<file path="src/design/loc_pkg.sv">
// ---------------------------------------------------------------------------
// loc_pkg: shared constants and types for the law of cosines block
// angle table, cordic start value, stage payload structs
// ---------------------------------------------------------------------------
package loc_pkg;

  localparam int CordicSteps = 16;
  localparam int TableLen    = 24;
  localparam int NumSteps    = (CordicSteps < TableLen) ? CordicSteps : TableLen;
  localparam int SqrtSteps   = 19;

  localparam logic [15:0] AngleMax   = 16'd46080;
  localparam logic [15:0] AngleRight = 16'd23040;
  localparam logic signed [33:0] CordicOne = 34'sd1073741824;
  localparam logic signed [33:0] CordicX0  = 34'sd652032874;

  typedef logic [22:0] atan_t;
  localparam atan_t AtanTab [TableLen] = '{
    23'd2949120, 23'd1740967, 23'd919879, 23'd466945, 23'd234379, 23'd117304,
    23'd58666, 23'd29335, 23'd14668, 23'd7334, 23'd3667, 23'd1833, 23'd917,
    23'd458, 23'd229, 23'd115, 23'd57, 23'd29, 23'd14, 23'd7, 23'd4, 23'd2,
    23'd1, 23'd0
  };

  // data carried by a cordic cell
  typedef struct packed {
    logic               vld;
    logic signed [33:0] x;
    logic signed [33:0] y;
    logic signed [24:0] z;
    logic               neg;
    logic [15:0]        a;
    logic [15:0]        b;
  } cord_t;

  // data carried by a square root cell
  typedef struct packed {
    logic        vld;
    logic [37:0] rem;
    logic [37:0] root;
  } sq_t;

endpackage

</file>
<file path="src/design/loc_sqrt_cell.sv">
// ---------------------------------------------------------------------------
// loc_sqrt_cell: one digit of the square root recurrence
// bit weight fixed by position in the row
// ---------------------------------------------------------------------------
module loc_sqrt_cell (
  input  logic           clk,
  input  logic           rst_n,
  input  logic [5:0]     sh,
  input  loc_pkg::sq_t   d_in,
  output loc_pkg::sq_t   d_out
);
  loc_pkg::sq_t q_r, q_nxt;
  logic [37:0] bitv, trial;

  always_comb begin
    bitv  = 38'd1 << sh;
    trial = d_in.root + bitv;
    q_nxt = d_in;
    // synchronous reset clears the valid bit only
    q_nxt.vld = d_in.vld & rst_n;
    if (d_in.rem >= trial) begin
      q_nxt.rem  = d_in.rem - trial;
      q_nxt.root = (d_in.root >> 1) + bitv;
    end else begin
      q_nxt.root = d_in.root >> 1;
    end
  end

  always_ff @(posedge clk) begin
    q_r <= q_nxt;
  end

  assign d_out = q_r;
endmodule

</file>
<file path="config.mk">
export PLATFORM = sky130hd
export DESIGN_NAME = loc_sqrt_cell
export DESIGN_NICKNAME = d
export VERILOG_FILES = /design/src/design/loc_pkg.sv /design/src/design/loc_sqrt_cell.sv
export SDC_FILE = /design/constraint.sdc
export NUM_CORES = 1
export LEC_CHECK = 0
export BUFFER_PORTS_ARGS = -buffer_cell sky130_fd_sc_hd__clkbuf_2
export CELL_PAD_IN_SITES_DETAIL_PLACEMENT = 1
export CELL_PAD_IN_SITES_GLOBAL_PLACEMENT = 1
export CORE_ASPECT_RATIO = 0.75
export CORE_UTILIZATION = 29
export DETAILED_ROUTE_END_ITERATION = 7
export PLACE_DENSITY_LB_ADDON = 0.1
export RECOVER_POWER = 25
export SLEW_MARGIN = 5
export SYNTH_ARGS = -nofsm -noshare
export SYNTH_HDL_FRONTEND = slang
export SYNTH_SLANG_ARGS = --single-unit
</file>
<file path="constraint.sdc">
create_clock -name clk -period 9 [get_ports clk]
set_input_delay 1.35 -clock clk [delete_from_list [all_inputs] [get_ports clk]]
set_output_delay 1.35 -clock clk [all_outputs]
set_load 0.03 [all_outputs]
</file>
==> impl_results.md, run 1 <==
- Status: finished, final reports clean
- Post-Route WL: 30100 um
- Max Buffers Root-to-Sink: 2
- I/O pin count: about 160
- DR WL/cell: 18.1 um
- First-pass GRT wire length: between 40000 and 50000 um
- Ys flop type: dfxtp_1
- CORE AREA: around 29000 um^2
- Synth Warn #: 0
- CTS tree: done
- Vias in the first global route: ~8300
- Share of post-route cells with drive strength above 1: between 10% and 20%
- P_leak: 4.69 nW
- Layout Cells excl Fill: between 1500 and 2000
- Area share of the largest cell type after synthesis: a little under a fifth
- Hold-fix buffers, CTS: 0
- GPL Wtd Cong: 0.831
- CP startpoint: sh[3]
- Most used cell, CP: a21oi_1
- Crit path DAT: roughly 8.3 ns
- CTS root buf: clkbuf_16
- Syn Nets: 1308
- Slowest-stage cell, CP: or4_1
- Post-synth EDFFs: 0
- Fin Setup TNS: 0 ns
- Post-Syn Area: 8550 um^2
- Via count: 8461
- Clock Sinks: 77
- Clk slew on worst S/H paths: approximately 0.060 ns
- Num CTS Buffers: 9
- Initial DRC Count: 432
- Period utilisation layout: between 80% and 90%
- Post-CTS sizing: 0
- Seq cells post-synth: 77
- Nets: ~1500
- Worst setup EP type: flop
- Ys async rst share: 0%
- PwrDens: ~140 nW/um^2
- DP Cell Count: ~1600
- Worst Setup Path Type: input pin to flop
- Detail Placement HPWL: 25100 um
- Die area: approximately 30000 um^2
- Hold Path Class: input pin to flop
- Area delta synth->final: 17.6%
- Critical Path Fanout Max: 36
- DR DRC count: 0
- Largest net degree at the start of global routing: 73
- Max Clk Rate: about 120 MHz
- Cell taking the most area after synthesis: dfxtp_1
- Critical path launch point type: input pin
- Tightest Pin Transition: 0.978 ns
- Grt ovf: 0
- Min cycle time layout: just over 8 ns
- Syn_area_per_cell: about 7.6 um^2
- Final Setup Violations: 0
- DR vias/cell: 5.10
- # H-tree levels: 3
- Number of flip-flops under the largest register name: between 70 and 80
- Routed Antenna Nets: 0
- Post-CTS setup buffers: 0
- Top delay family on crit path: compound AO/OA/AOI/OAI gates
- Seq/Total Area, Yosys: between 10% and 20%
- Worst Hold Launch: rst_n
- Final hold viol count: 0
- Initial Utilization: approximately 30%
- Max Slew Vio Count: 0
- Cell variety after synth: 83
- CP required: 9.24 ns
- CP bufs+invs: 4
- Initial DRT Pass Iterations: 5
- GRT Resource Usage Total: between 20% and 30%
- Initial antenna violation count: 1
- Slowest stage delay, CP: approximately 0.67 ns
- Die width: 200 um
- Rows: 54
- Max Cap Viol: 0
- Ranking of synthesized cells by area: dfxtp_1 18%, ha_1 15%, a21oi_1 6.1%, xnor2_1 5.9%, o21ai_0 5.9%
- Input/output buffers: approximately 160
- RSZ-0062 raised after global routing: no
- Die outline height: 151 um
- Cells after Synth: 1118
- Relative slew slack: 34.6%
- Peak supply drop: a little over 90 uV
## routing by layer
metal  track usage [%]  share of wire (%)  vias to the layer above
li1                  -                  -                     4374
met1              32.4                 59                     3925
met2              27.0                 36                      145
met3              3.51                3.9                       17
met4              3.15               0.78                        0
met5                 0                  0                        -
## cell type report
class / instances / area [um^2]
inverters: 35 / 131
well taps: 392 / 490
clock inverters: 6 / 93.8
clock buffers: 10 / 239
repair buffers: 168 / 837
diodes: 1 / 2.50
flip-flops and latches: 77 / 1540
multi-input cells: 969 / 6710
fillers: 3631 / 19000
## synthesized netlist by cell type (all sizes together), types with 4 or more instances
master	number
a211o	5
a211oi	13
a21o	52
a21oi	106
a311o	4
a31oi	10
and2	6
and3	22
buf	17
clkbuf	20
dfxtp	77
ha	102
inv	35
maj3	6
mux2	5
mux2i	5
nand2	119
nand2b	21
nand3	31
nand3b	4
nand4	12
nor2	79
nor2b	23
nor3	15
nor4	7
o2111ai	4
o21a	14
o21ai	106
o21bai	16
o22ai	5
o31ai	8
o41ai	5
or2	6
or3	7
xnor2	58
xor2	46
## path summary, 6_finish.rpt
check	to	slack [ns]	depth (start not counted)
hold / removal	d_out[76]	1.19	2
setup / recovery	d_out[19]	0.92	30
## where the power goes
part | switching [mW] | internal, mW | leakage (nW)
clock | 0.175 | 0.253 | 0.160
sequential | 0.0178 | 0.401 | 0.649
combinational | 0.395 | 0.194 | 3.88
total | 0.588 | 0.849 | 4.69
## metrics by stage
stage | hold slack [ns] | utilization [%] | power, mW | setup WS, ns | cell area [um^2]
final | 1.19 | 34.6 | 1.44 | 0.917 | 10000
after global routing | 1.20 | 34.6 | 1.53 | 0.342 | 10000
after CTS | 1.18 | 34.7 | 1.47 | 0.965 | 10100
after detailed placement | 1.56 | 33.6 | 1.02 | 0.641 | 9760
after global placement | 1.55 | 33.6 | 1.02 | 0.776 | 9760
after floorplan | 1.45 | - | 0.838 | 1.53 | 8550
## placed cells by master, fill, tap and decap left out, types with 7 or more instances in the layout
| cell | netlist | layout |
|---|---|---|
| a211oi_1 | 13 | 13 |
| a21o_1 | 52 | 52 |
| a21oi_1 | 105 | 105 |
| a31oi_1 | 10 | 10 |
| and3_1 | 22 | 22 |
| clkbuf_1 | 20 | 37 |
| clkbuf_16 | 0 | 9 |
| clkbuf_2 | 0 | 124 |
| dfxtp_1 | 77 | 77 |
| ha_1 | 102 | 102 |
| inv_1 | 35 | 35 |
| nand2_1 | 119 | 119 |
| nand2b_1 | 21 | 21 |
| nand3_1 | 30 | 30 |
| nand4_1 | 12 | 12 |
| nor2_1 | 77 | 77 |
| nor2b_1 | 23 | 23 |
| nor3_1 | 13 | 13 |
| o21a_1 | 14 | 14 |
| o21ai_0 | 100 | 100 |
| o21bai_1 | 16 | 16 |
| or3_1 | 7 | 7 |
| xnor2_1 | 58 | 58 |
| xor2_1 | 46 | 46 |
## cells by family after synthesis
group	synth area share [%]
AOI/OAI and AO/OA	28.2
and+or+nand+nor	22.0
muxes	1.29
xor gates and xnor gates	10.7
adders and majority gates	16.3
buffers and inverters	3.54
DFF	18.0
Power figures use the tool's default switching activity.
==> inputs of run 2 (changes only) <==
==> constraint.sdc (replaced) <==
create_clock -name clk -period 7.3 [get_ports clk]
set_input_delay 1.095 -clock clk [delete_from_list [all_inputs] [get_ports clk]]
set_output_delay 1.095 -clock clk [all_outputs]
set_load 0.03 [all_outputs]
==> impl_results.md, run 2 (synthesized netlist as in run 1, its figures left out) <==
- Initial antenna violation count: 0 (-1)
- Hold-fix buffers, CTS: 0 (unchanged)
- Input/output buffers: 161 (unchanged)
- GRT Resource Usage Total: 20.5% (+0.33 points)
- Initial DRT Pass Iterations: 5 (unchanged)
- Max Slew Vio Count: 0 (unchanged)
- Die outline height: 151 um (unchanged)
- GPL Wtd Cong: 0.847 (+2.0%)
- Critical Path Fanout Max: 8 (-78%)
- Detail Placement HPWL: 25700 um (+2.3%)
- Worst Setup Path Type: input pin to flop
- Final Setup Violations: 0 (unchanged)
- Slowest-stage cell, CP: or4_1
- Rows: 54 (unchanged)
- Largest net degree at the start of global routing: 40 (-45%)
- Crit path DAT: 7.21 ns (-1.12 ns)
- CORE AREA: 29100 um^2 (unchanged)
- Initial Utilization: 29.4% (unchanged)
- Die area: 30200 um^2 (unchanged)
- First-pass GRT wire length: 48400 um (+2.1%)
- PwrDens: 169 nW/um^2 (+18%)
- Most used cell, CP: buf_4
- Worst Hold Launch: rst_n
- Routed Antenna Nets: 0 (unchanged)
- Share of post-route cells with drive strength above 1: 20.3% (+6.4 points)
- CTS root buf: clkbuf_16
- Critical path launch point type: input pin
- CTS tree: done
- Post-Route WL: 30500 um (+1.4%)
- Hold WS: 0.944 ns (-0.243 ns)
- Clock Sinks: 77 (unchanged)
- Commonest non-fill, non-tap cell in the layout: clkbuf_2
- Area delta synth->final: 25.9%
- Layout Cells excl Fill: 1745 (+5.2%)
- Num CTS Buffers: 9 (unchanged)
- DR vias/cell: 4.99 (-2.1%)
- Relative slew slack: 58.2% (+24 points)
- Clk slew on worst S/H paths: 0.06 ns (about the same)
- Number of flip-flops under the largest register name: 77 (unchanged)
- Hold Path Class: input pin to flop
- CP startpoint: sh[3]
- CP required: 7.59 ns (-1.65 ns)
- I/O pin count: 162 (unchanged)
- DR WL/cell: 17.5 um (-3.6%)
- Die width: 200 um (unchanged)
- Max Buffers Root-to-Sink: 2 (unchanged)
- Vias in the first global route: 8702 (+5.2%)
- # H-tree levels: 3 (unchanged)
- Slowest stage delay, CP: 0.59 ns (-0.08 ns)
- DP Cell Count: 1728 (+5.3%)
- Grt ovf: 0 (unchanged)
- Worst setup EP type: flop
- Period utilisation layout: between 90% and 100%
- Diode count: 0 (-1)
- Nets: 1538 (+6.1%)
- Tightest Pin Transition: 0.621 ns (-0.357 ns)
- Min cycle time layout: slightly below 7 ns
- Status: finished, final reports clean
- DR DRC count: 0 (unchanged)
- P_leak: 5.14 nW (+9.5%)
- Initial DRC Count: 453 (+4.9%)
- Max Cap Viol: 0 (unchanged)
- Most frequent cells in the layout: 124 x clkbuf_2, 119 x nand2_1, 101 x a21oi_1, 101 x ha_1, 98 x o21ai_0
- Peak supply drop: 113 uV (+25%)
- Via count: 8714 (+3.0%)
- Total power: 1.82 mW (+27%)
- Final hold viol count: 0 (unchanged)
- Max Clk Rate: 145 MHz
## run 2: path summary, 6_finish.rpt
kind	end	slack, ns	cells past startpoint
setup / recovery	d_out[33]	0.39	31
hold / removal	d_out[76]	0.94	2
## run 2: final cells by class
| type | count | area, um^2 |
|---|---|---|
| Sequential cell | 77 | 1540 |
| Clock buffer | 10 | 229 |
| Timing Repair Buffer | 256 | 1490 |
| Tap cell | 392 | 490 |
| Clock inverter | 6 | 111 |
| Fill cell | 3652 | 18300 |
| Multi-Input combinational cell | 969 | 6770 |
| Inverter | 35 | 131 |
## run 2: stage by stage
stage	TNS (ns)	setup slack (ns)	cell area (um^2)	utilization, %
3_5_place_dp	-4.05	-0.157	10400	35.8
2_1_floorplan	0	0.0883	8550	-
4_1_cts	0	0.164	10700	37.0
5_1_grt	-0.00515	-0.00515	10800	37.0
3_3_place_gp	0	0.00783	10400	35.8
6_report	0	0.385	10800	37.0
## run 2: critical path, delay by kind of cell
family	cells	cell delay (ns)
adder cells (fa/ha/maj)	3	0.88
multiplexers	1	0.27
buffers and inverters	7	1.04
AO/OA/AOI/OAI	9	1.90
XOR/XNOR	1	0.16
AND/OR/NAND/NOR	10	1.83
## run 2: where the power goes
group | total (mW) | leakage, nW | internal [mW] | switching (mW)
logic | 0.767 | 4.33 | 0.272 | 0.495
clock network | 0.538 | 0.163 | 0.334 | 0.204
registers | 0.518 | 0.649 | 0.495 | 0.0229
## run 2: routing by layer
metal / global-route usage [%] / share of wire (%) / up-vias
met2: 27.3 / 36 / 130
li1: - / - / 4543
met3: 3.05 / 2.6 / 18
met5: 0 / 0 / -
met1: 33.2 / 60 / 4023
met4: 3.81 / 0.71 / 0
## run 2: repair_timing
item	4_1_cts	5_1_grt
endpoints found under the setup margin	0	74
gates resized for setup	0	15
setup buffers	0	1
